<file path="src/rtl/length_prefixed_word_packer_defines.svh">
// Assertion macros shared by the length-prefixed word packer RTL.
// Defining ASSERT_OFF turns every check into an empty statement.
`ifndef LENGTH_PREFIXED_WORD_PACKER_DEFINES_SVH
`define LENGTH_PREFIXED_WORD_PACKER_DEFINES_SVH

`ifndef ASSERT_OFF
// Property must hold at every rising edge outside reset.
`define LPWP_ASSERT(lbl, clk, rst, prop) \
  lbl: assert property (@(posedge clk) disable iff (rst) (prop)) \
    else $error("lpwp assertion failed");
// Condition must never be true at a rising edge outside reset.
`define LPWP_ASSERT_NEVER(lbl, clk, rst, cond) \
  lbl: assert property (@(posedge clk) disable iff (rst) !(cond)) \
    else $error("lpwp forbidden condition seen");
`else
`define LPWP_ASSERT(lbl, clk, rst, prop)
`define LPWP_ASSERT_NEVER(lbl, clk, rst, cond)
`endif

`endif

</file>
<file path="src/rtl/lpwp_pkg.sv">
// Shared types and constants of the length-prefixed word packer.
// Used by the front, back and top-level modules; no dependencies.
package lpwp_pkg;

  localparam int KEY_BITS_DEFAULT  = 64;
  localparam int CMD_DEPTH_DEFAULT = 4;
  localparam int RES_DEPTH_DEFAULT = 2;

  localparam int WORD_BYTES   = 32;
  localparam int WORD_BITS    = 256;
  localparam int LEN_BITS     = 13;
  localparam int SLOT_BITS    = 5;

  localparam logic [LEN_BITS-1:0]  LEN_LIMIT_RESET = 13'd8190;
  localparam logic [SLOT_BITS-1:0] HEADER_BYTES    = 5'd2;
  localparam logic [SLOT_BITS-1:0] LAST_SLOT       = 5'd31;

  localparam logic [1:0] STATUS_WORD     = 2'd0;
  localparam logic [1:0] STATUS_OVERSIZE = 2'd1;
  localparam logic [1:0] STATUS_STRAY    = 2'd2;

  typedef enum logic [1:0] {
    KIND_BEGIN,
    KIND_OVERSIZE,
    KIND_DATA
  } kind_t;

  // Classified command passed from the front to the back.
  typedef struct packed {
    kind_t               kind;
    logic [LEN_BITS-1:0] len;
    logic [7:0]          data;
  } cmd_t;

  // Result without its key; the key width follows the KEY_BITS parameter.
  typedef struct packed {
    logic [1:0]           status;
    logic [WORD_BITS-1:0] word;
    logic                 last;
  } res_t;

endpackage

</file>
<file path="src/rtl/lpwp_queue.sv">
// Small register-based FIFO used between the packer stages and at the output.
// Standalone; no package dependency.
`include "length_prefixed_word_packer_defines.svh"

module lpwp_queue #(
  parameter int WIDTH = 8,
  parameter int DEPTH = 4
) (
  input  logic             clk,
  input  logic             rst,
  input  logic             push,
  input  logic [WIDTH-1:0] wdata,
  output logic             full,
  input  logic             pop,
  output logic [WIDTH-1:0] rdata,
  output logic             empty
);

  localparam int AW = (DEPTH > 1) ? $clog2(DEPTH) : 1;
  localparam int CW = $clog2(DEPTH + 1);

  logic [WIDTH-1:0] mem [DEPTH];
  logic [AW-1:0]    wr_ptr;
  logic [AW-1:0]    rd_ptr;
  logic [CW-1:0]    count;
  logic             do_push;
  logic             do_pop;

  assign full    = (count == CW'(DEPTH));
  assign empty   = (count == '0);
  assign do_push = push && !full;
  assign do_pop  = pop && !empty;
  assign rdata   = mem[rd_ptr];

  always_ff @(posedge clk) begin
    if (do_push) begin
      mem[wr_ptr] <= wdata;
    end
  end

  always_ff @(posedge clk) begin
    if (rst) begin
      wr_ptr <= '0;
      rd_ptr <= '0;
      count  <= '0;
    end else begin
      if (do_push) begin
        wr_ptr <= (wr_ptr == AW'(DEPTH - 1)) ? '0 : wr_ptr + 1'b1;
      end
      if (do_pop) begin
        rd_ptr <= (rd_ptr == AW'(DEPTH - 1)) ? '0 : rd_ptr + 1'b1;
      end
      case ({do_push, do_pop})
        2'b10:   count <= count + 1'b1;
        2'b01:   count <= count - 1'b1;
        default: count <= count;
      endcase
    end
  end

  `LPWP_ASSERT(a_count_bound, clk, rst, count <= CW'(DEPTH))
  `LPWP_ASSERT(a_push_grows, clk, rst, (do_push && !do_pop) |=> count == $past(count) + 1'b1)
  `LPWP_ASSERT(a_pop_shrinks, clk, rst, (do_pop && !do_push) |=> count == $past(count) - 1'b1)

endmodule

</file>
<file path="src/rtl/lpwp_front.sv">
// Front stage: holds the length limit register and classifies input items.
// Depends on lpwp_pkg.
module lpwp_front #(
  parameter int KEY_BITS = lpwp_pkg::KEY_BITS_DEFAULT
) (
  input  logic                 clk,
  input  logic                 rst,
  input  logic                 cfg_write,
  input  logic [12:0]          cfg_data,
  input  logic                 opcode,
  input  logic [63:0]          start_key,
  input  logic [15:0]          record_length,
  input  logic [7:0]           data_byte,
  output lpwp_pkg::cmd_t       cmd,
  output logic [KEY_BITS-1:0]  cmd_key
);

  logic [lpwp_pkg::LEN_BITS-1:0] max_len;

  always_ff @(posedge clk) begin
    if (rst) begin
      max_len <= lpwp_pkg::LEN_LIMIT_RESET;
    end else if (cfg_write) begin
      max_len <= cfg_data;
    end
  end

  // A begin whose length is over the limit is marked here so the back
  // stage needs no compare of its own.
  always_comb begin
    if (opcode) begin
      cmd.kind = lpwp_pkg::KIND_DATA;
    end else if (record_length > {3'b000, max_len}) begin
      cmd.kind = lpwp_pkg::KIND_OVERSIZE;
    end else begin
      cmd.kind = lpwp_pkg::KIND_BEGIN;
    end
    cmd.len  = record_length[lpwp_pkg::LEN_BITS-1:0];
    cmd.data = data_byte;
  end

  assign cmd_key = start_key[KEY_BITS-1:0];

endmodule

</file>
<file path="src/rtl/lpwp_back.sv">
// Back stage: packs record bytes into 256-bit words and forms the results.
// Depends on lpwp_pkg and the assertion macro header.
`include "length_prefixed_word_packer_defines.svh"

module lpwp_back #(
  parameter int KEY_BITS = lpwp_pkg::KEY_BITS_DEFAULT
) (
  input  logic                clk,
  input  logic                rst,
  input  logic                cmd_valid,
  input  lpwp_pkg::cmd_t      cmd,
  input  logic [KEY_BITS-1:0] cmd_key,
  output logic                cmd_pop,
  input  logic                res_full,
  output logic                res_push,
  output lpwp_pkg::res_t      res,
  output logic [KEY_BITS-1:0] res_key
);

  logic [lpwp_pkg::WORD_BITS-1:0] word_buffer;
  logic [lpwp_pkg::SLOT_BITS-1:0] byte_slot;
  logic [lpwp_pkg::LEN_BITS-1:0]  bytes_left;
  logic [KEY_BITS-1:0]            current_key;
  logic                           record_open;
  logic [lpwp_pkg::WORD_BITS-1:0] word_ins;
  logic [lpwp_pkg::WORD_BITS-1:0] word_head;

  assign cmd_pop   = cmd_valid && !res_full;
  assign word_head = {3'b000, cmd.len, 240'd0};

  // Byte lane 0 is the most significant byte of the word.
  always_comb begin
    word_ins = word_buffer;
    for (int i = 0; i < lpwp_pkg::WORD_BYTES; i++) begin
      if (byte_slot == lpwp_pkg::SLOT_BITS'(i)) begin
        word_ins[255 - 8 * i -: 8] = word_buffer[255 - 8 * i -: 8] | cmd.data;
      end
    end
  end

  always_comb begin
    res_push   = 1'b0;
    res.status = lpwp_pkg::STATUS_WORD;
    res.word   = '0;
    res.last   = 1'b0;
    res_key    = '0;
    case (cmd.kind)
      lpwp_pkg::KIND_OVERSIZE: begin
        res_push   = cmd_pop;
        res.status = lpwp_pkg::STATUS_OVERSIZE;
      end
      lpwp_pkg::KIND_BEGIN: begin
        if (cmd.len == '0) begin
          res_push = cmd_pop;
          res.word = word_head;
          res.last = 1'b1;
          res_key  = cmd_key;
        end
      end
      lpwp_pkg::KIND_DATA: begin
        if (!record_open) begin
          res_push   = cmd_pop;
          res.status = lpwp_pkg::STATUS_STRAY;
        end else if (bytes_left == 13'd1) begin
          res_push = cmd_pop;
          res.word = word_ins;
          res.last = 1'b1;
          res_key  = current_key;
        end else if (byte_slot == lpwp_pkg::LAST_SLOT) begin
          res_push = cmd_pop;
          res.word = word_ins;
          res_key  = current_key;
        end
      end
      default: begin
        res_push = 1'b0;
      end
    endcase
  end

  always_ff @(posedge clk) begin
    if (rst) begin
      record_open <= 1'b0;
      byte_slot   <= '0;
      bytes_left  <= '0;
    end else if (cmd_pop) begin
      case (cmd.kind)
        lpwp_pkg::KIND_OVERSIZE: begin
          record_open <= 1'b0;
          byte_slot   <= '0;
          bytes_left  <= '0;
        end
        lpwp_pkg::KIND_BEGIN: begin
          word_buffer <= word_head;
          byte_slot   <= lpwp_pkg::HEADER_BYTES;
          bytes_left  <= cmd.len;
          current_key <= cmd_key;
          record_open <= (cmd.len != '0);
        end
        lpwp_pkg::KIND_DATA: begin
          if (record_open) begin
            bytes_left <= bytes_left - 1'b1;
            if (bytes_left == 13'd1) begin
              word_buffer <= word_ins;
              byte_slot   <= byte_slot + 1'b1;
              record_open <= 1'b0;
            end else if (byte_slot == lpwp_pkg::LAST_SLOT) begin
              word_buffer <= '0;
              byte_slot   <= '0;
              current_key <= current_key + KEY_BITS'(1);
            end else begin
              word_buffer <= word_ins;
              byte_slot   <= byte_slot + 1'b1;
            end
          end
        end
        default: begin
          record_open <= record_open;
        end
      endcase
    end
  end

  `LPWP_ASSERT(a_push_needs_pop, clk, rst, res_push |-> cmd_pop)
  `LPWP_ASSERT(a_open_has_bytes, clk, rst, record_open |-> bytes_left != '0)
  `LPWP_ASSERT(a_last_byte_closes, clk, rst, (cmd_pop && cmd.kind == lpwp_pkg::KIND_DATA && record_open && bytes_left == 13'd1) |=> !record_open)

endmodule

</file>
<file path="src/rtl/length_prefixed_word_packer.sv">
// Top level of the length-prefixed word packer.
// Depends on lpwp_pkg, lpwp_front, lpwp_queue and lpwp_back.
//
// Usage: items enter through a queue-like port. An item transfers at a rising
// edge where push is high and full is low. Opcode 0 begins a record with
// start_key and record_length; opcode 1 carries one data_byte of the record.
// Results leave through a second queue-like port: while empty is low the
// oldest result is on status, word_key, the four word_bits ports and
// last_word, and it transfers at an edge where pop is high.
// Each packed word goes out with its key once it is full or once the last
// byte of the record arrives. Oversize begins and bytes outside a record
// give a status-only result with zero key and data.
// A result reaches the output ports through the command and result queues.
// Throughput: one item per cycle, set by the back stage, which retires one
// queued command per cycle while the result queue is not full.
// The length limit is written through cfg_write and cfg_data; the user must
// write it only while idle, and the block itself does not enforce this.
// Reset clears both queues, closes any open record and restores the limit
// to 8190 bytes. When the receiver stalls, the output queue fills, the back
// stage stops retiring commands, and the command queue raises full.
module length_prefixed_word_packer #(
  parameter int KEY_BITS  = lpwp_pkg::KEY_BITS_DEFAULT,
  parameter int CMD_DEPTH = lpwp_pkg::CMD_DEPTH_DEFAULT,
  parameter int RES_DEPTH = lpwp_pkg::RES_DEPTH_DEFAULT
) (
  input  logic        clk,
  input  logic        rst,
  input  logic        cfg_write,
  input  logic [12:0] cfg_data,
  input  logic        push,
  output logic        full,
  input  logic        opcode,
  input  logic [63:0] start_key,
  input  logic [15:0] record_length,
  input  logic [7:0]  data_byte,
  output logic        empty,
  input  logic        pop,
  output logic [1:0]  status,
  output logic [63:0] word_key,
  output logic [63:0] word_bits_255_192,
  output logic [63:0] word_bits_191_128,
  output logic [63:0] word_bits_127_64,
  output logic [63:0] word_bits_63_0,
  output logic        last_word
);

  localparam int CMD_W = KEY_BITS + $bits(lpwp_pkg::cmd_t);
  localparam int RES_W = KEY_BITS + $bits(lpwp_pkg::res_t);

  lpwp_pkg::cmd_t      front_cmd;
  logic [KEY_BITS-1:0] front_key;
  logic [CMD_W-1:0]    cmdq_rdata;
  logic                cmdq_empty;
  lpwp_pkg::cmd_t      back_cmd;
  logic [KEY_BITS-1:0] back_key;
  logic                cmd_pop;
  logic                res_full;
  logic                res_push;
  lpwp_pkg::res_t      back_res;
  logic [KEY_BITS-1:0] back_res_key;
  logic [RES_W-1:0]    resq_rdata;
  lpwp_pkg::res_t      out_res;
  logic [KEY_BITS-1:0] out_key;

  // The front stage classifies each item as it is pushed.
  lpwp_front #(
    .KEY_BITS(KEY_BITS)
  ) u_front (
    .clk          (clk),
    .rst          (rst),
    .cfg_write    (cfg_write),
    .cfg_data     (cfg_data),
    .opcode       (opcode),
    .start_key    (start_key),
    .record_length(record_length),
    .data_byte    (data_byte),
    .cmd          (front_cmd),
    .cmd_key      (front_key)
  );

  // The command queue decouples the input side from the packer.
  lpwp_queue #(
    .WIDTH(CMD_W),
    .DEPTH(CMD_DEPTH)
  ) u_cmd_queue (
    .clk  (clk),
    .rst  (rst),
    .push (push),
    .wdata({front_key, front_cmd}),
    .full (full),
    .pop  (cmd_pop),
    .rdata(cmdq_rdata),
    .empty(cmdq_empty)
  );

  assign {back_key, back_cmd} = cmdq_rdata;

  lpwp_back #(
    .KEY_BITS(KEY_BITS)
  ) u_back (
    .clk      (clk),
    .rst      (rst),
    .cmd_valid(!cmdq_empty),
    .cmd      (back_cmd),
    .cmd_key  (back_key),
    .cmd_pop  (cmd_pop),
    .res_full (res_full),
    .res_push (res_push),
    .res      (back_res),
    .res_key  (back_res_key)
  );

  // The result queue holds finished words while the receiver stalls.
  lpwp_queue #(
    .WIDTH(RES_W),
    .DEPTH(RES_DEPTH)
  ) u_res_queue (
    .clk  (clk),
    .rst  (rst),
    .push (res_push),
    .wdata({back_res_key, back_res}),
    .full (res_full),
    .pop  (pop),
    .rdata(resq_rdata),
    .empty(empty)
  );

  assign {out_key, out_res} = resq_rdata;

  assign status            = out_res.status;
  assign word_key          = 64'(out_key);
  assign word_bits_255_192 = out_res.word[255:192];
  assign word_bits_191_128 = out_res.word[191:128];
  assign word_bits_127_64  = out_res.word[127:64];
  assign word_bits_63_0    = out_res.word[63:0];
  assign last_word         = out_res.last;

endmodule
</file>
<file path="config.mk">
export PLATFORM = sky130hd
export DESIGN_NAME = length_prefixed_word_packer
export DESIGN_NICKNAME = d
export VERILOG_FILES = /design/src/rtl/lpwp_pkg.sv /design/src/rtl/lpwp_queue.sv /design/src/rtl/lpwp_front.sv /design/src/rtl/lpwp_back.sv /design/src/rtl/length_prefixed_word_packer.sv
export VERILOG_INCLUDE_DIRS = /design/src /design/src/rtl
export SDC_FILE = /design/constraint.sdc
export NUM_CORES = 2
export LEC_CHECK = 0
export BUFFER_PORTS_ARGS = -buffer_cell sky130_fd_sc_hd__buf_2
export CORE_MARGIN = 10
export CORE_UTILIZATION = 32
export DETAILED_ROUTE_END_ITERATION = 8
export GPL_TIMING_DRIVEN = 0
export PLACE_DENSITY = 0.61
export RECOVER_POWER = 50
export SLEW_MARGIN = 20
export SYNTH_ARGS = -nofsm -noshare
export SYNTH_HDL_FRONTEND = slang
export SYNTH_SLANG_ARGS = --single-unit
</file>
<file path="constraint.sdc">
create_clock -name clk -period 17 [get_ports clk]
set_clock_uncertainty 0.1 [all_clocks]
set_input_delay 0 -clock clk [delete_from_list [all_inputs] [get_ports clk]]
set_output_delay 0 -clock clk [all_outputs]
set_load 0.01 [all_outputs]
</file>
==> flow_summary.ini <==
[critical_path]
crit_type = flip-flop to flip-flop
slowest_delay_ns = 3.70
critPathArrivalTime_ns = 10.09
required_ns = 17.37
worst-path-buf-inv = 5
slowest_stage = clkbuf_1
cp-end-kind = flip-flop
startpoint_type = flip-flop
cp_cell_sequence = clkbuf_1 > mux4_2 > clkbuf_1 > a211o_1 > nand2b_1 > clkinvlp_2 > clkbuf_1 > and2_4 > buf_12
cp_top_family = buffers and inverters
cp_common_cell = clkbuf_1
path_max_fanout = 86

[logic_synthesis]
synth_top_area_share = 0.7263
synth-edff-count = 1314
synth-async-reset-ratio = 0
synth_area_per_cell_sq_um = 15.75
synth_top_cells_by_area = edfxtp_1, mux2_2, nor2_1, mux4_2, a21oi_1
synth_area_leader_cell = edfxtp_1
synth_seq_area_share = 0.7433
yosysUniqueCellTypes = 53
syn_inst = 3450
synth_warnings = 0
synth_seq_cells = 1360
synth_nets = 3587
syn_area_sq_mm = 0.05432
synth_flop_cell = edfxtp_1

[run_status]
violations = capacitance limit, slew limit
status = complete, but fails checks

[placed_design]
gp_congestion = 0.7998
io_buffers = 430
dpl_cell_area_sq_mm = 0.06050
pre_cts_ws_ns = 11.77
dpl.hpwl_mm = 112.9

[cts]
cts.sinks = 1360
path_clk_slew_ns = 0.06
cts_buffer_depth = 3
cts_made_buffers = 150
insertion_delay_ns = 0.82
ctsResizeCount = 0
cts_tree = yes
cts_root_buf = clkbuf_16
cts.htree.levels = 4
holdBufCountCts = 230
post_cts_buffers = 0

[cells_and_area]
final_cell_area_sq_mm = 0.06735
fin_nets = 4446
area_growth_pct = 23.98
layout-drive-gt1-share = 0.2097
utilization = 0.3983

[die]
dieArea_sq_mm = 0.1866
die_h_microns = 432.0
ios = 432
core_sq_mm = 0.1691
initial_core_util = 0.3213
die_x_microns = 432.0
rows = 151

[grt]
grt_max_degree = 102
grtUsageTotal = 0.1703
grt_pass1_vias = 33340
antenna_found_initial = 22
grt_overflow_total = 0
grt_first_pass_wirelength_mm = 233.1

[pwr]
p_leak_nw = 22.39
ir_worst_vdd_mv = 0.1279
powerDensity_mw_per_mm2 = 164.1

[sta]
hold_viol_final = 0
worst_pin_slew_ns = 5.134
fin_crit_sh = 0.5719
rsz0062_at_grt = false
timing.hold.ws_ns = 0.09919
fin_crit_ns = 9.723
finalMaxSlewViolations = 499
finalSetupViolations = 0
setup_tns_ns = 0
post-route-worst-setup-slack_ns = 7.277
slew_headroom = -2.423
fmaxAchievable_mhz = 102.9

[route]
routedWlPerCell_microns = 24.52
drcViolationCount = 0
drtIter0Drc = 2777
vias_per_cell = 4.944
dr.pass1.iters = 8
vias = 32920
drtAntennaViolNets = 0
totalWireLength_mm = 163.3

[job]
cap_violations = 11

[hold_path]
hold_path.class = input pin to flip-flop
## cells by family after synthesis
| logic type | count (synthesis) | share of synthesized area |
|---|---|---|
| buf+inv | 233 | 0.01718 |
| fa+ha+maj | 30 | 0.007048 |
| flops | 1360 | 0.7433 |
| simple gates | 862 | 0.06682 |
| mux | 414 | 0.1038 |
| xor+xnor | 73 | 0.01177 |
| compound gates | 478 | 0.05014 |
## worst register-to-register path, delay by kind of cell (launching register included)
| family | cells | cell delay (ns) |
|---|---|---|
| AO/OA/AOI/OAI | 1 | 0.41 |
| buffers and inverters | 5 | 6.61 |
| flip-flops | 1 | 0.31 |
| multiplexers | 1 | 0.64 |
| AND/OR/NAND/NOR | 2 | 1.26 |
## synthesized netlist by cell type (5+ instances only)
master / count
nor2_1: 571
o211ai_1: 13
edfxtp_1: 1314
a21oi_1: 291
xnor2_1: 15
a22o_1: 64
nand3_1: 25
inv_1: 34
nor4_1: 7
nand2_1: 135
buf_1: 18
mux4_2: 87
xor2_1: 58
nor3_1: 12
dfxtp_1: 46
mux2_2: 323
nand4_1: 24
or3_1: 7
clkbuf_1: 168
o21ai_0: 90
buf_6: 6
buf_2: 5
nand2b_1: 10
or4_1: 6
and3_1: 25
ha_1: 29
and2_1: 16
## path summary, 6_finish.rpt
check	startpoint	endpoint	slack, ns	cells after the start
max	flip-flop	u_back.current_key[33]	7.28	9
min	start_key[5]	u_cmd_queue.mem[3][28]	0.1	2
max reg2reg	flip-flop	u_back.current_key[33]	7.28	9
min reg2reg	u_cmd_queue.rd_ptr[1]	flip-flop	0.38	2
## registers in the layout (all words and copies together), names as in the netlist, named ones only
register and flops:
u_back.byte_slot 5, u_back.bytes_left 13, u_back.current_key 64, u_back.record_open 1
u_back.word_buffer 256, u_cmd_queue.count 3, u_cmd_queue.mem 348, u_cmd_queue.rd_ptr 2
u_cmd_queue.wr_ptr 2, u_front.max_len 13, u_res_queue.count 2, u_res_queue.mem 646
u_res_queue.rd_ptr 1, u_res_queue.wr_ptr 1
## where the power goes
group / leakage (nW) / switching (W) / internal (W) / total, W
Clock: 2.39 / 0.00138 / 0.00189 / 0.00327
Combinational: 7.77 / 0.00213 / 0.00110 / 0.00323
Sequential: 12.2 / 0.000137 / 0.00441 / 0.00455
Total: 22.4 / 0.00364 / 0.00741 / 0.0111
## layer usage
metal  vias to the layer above  GRT usage  share of wire
met4                        12    0.06244          0.037
met1                     16690     0.2060           0.39
met3                       282    0.03441          0.062
li1                      14770          -              -
met2                      1158     0.2993           0.51
met5                         -          0        0.00040
## stage by stage
step | total power [W] | std cells
2_1_floorplan | 0.006575 | 3450
3_3_place_gp | 0.007849 | 6098
3_5_place_dp | 0.007912 | 6145
4_1_cts | 0.01124 | 6653
5_1_grt | 0.01156 | 6657
6_report | 0.01105 | 6658
## area by class of cell
| class | count | area (sq um) |
|---|---|---|
| fillers | 15560 | 101700 |
| flip-flops and latches | 1360 | 40380 |
| multi-input cells | 1857 | 13030 |
| repair buffers | 707 | 5234 |
| clock buffers | 193 | 3946 |
| well taps | 2218 | 2775 |
| clock inverters | 85 | 1018 |
| plain buffers | 199 | 828.3 |
| inverters | 34 | 128.9 |
| diodes | 5 | 12.51 |
## layout by cell type, fill, tap and decap left out, types with 7 or more instances in the layout
cell type / synthesis / routed
buf_12: 0 / 16
clkbuf_1: 168 / 325
mux2_1: 0 / 74
clkbuf_16: 0 / 151
or3_1: 7 / 7
xor2_1: 58 / 58
nand2b_1: 10 / 10
a21oi_1: 291 / 291
and3_1: 25 / 25
nand2_1: 135 / 135
xnor2_1: 15 / 15
nor3_1: 12 / 13
ha_1: 29 / 29
bufinv_16: 0 / 15
o21ai_0: 90 / 91
buf_1: 18 / 17
clkinv_1: 0 / 29
nand3_1: 25 / 25
edfxtp_1: 1314 / 1314
nand4_1: 24 / 24
mux4_2: 87 / 87
buf_16: 0 / 21
dfxtp_1: 46 / 46
dlygate4sd3_1: 0 / 230
o211ai_1: 13 / 13
mux2_2: 323 / 249
nor4_1: 7 / 7
buf_2: 5 / 309
a22o_1: 64 / 64
inv_1: 34 / 33
clkinv_2: 0 / 19
and2_1: 16 / 11
clkbuf_2: 0 / 22
nor2_1: 571 / 569
Note: power is estimated with default switching activity, not from simulation.
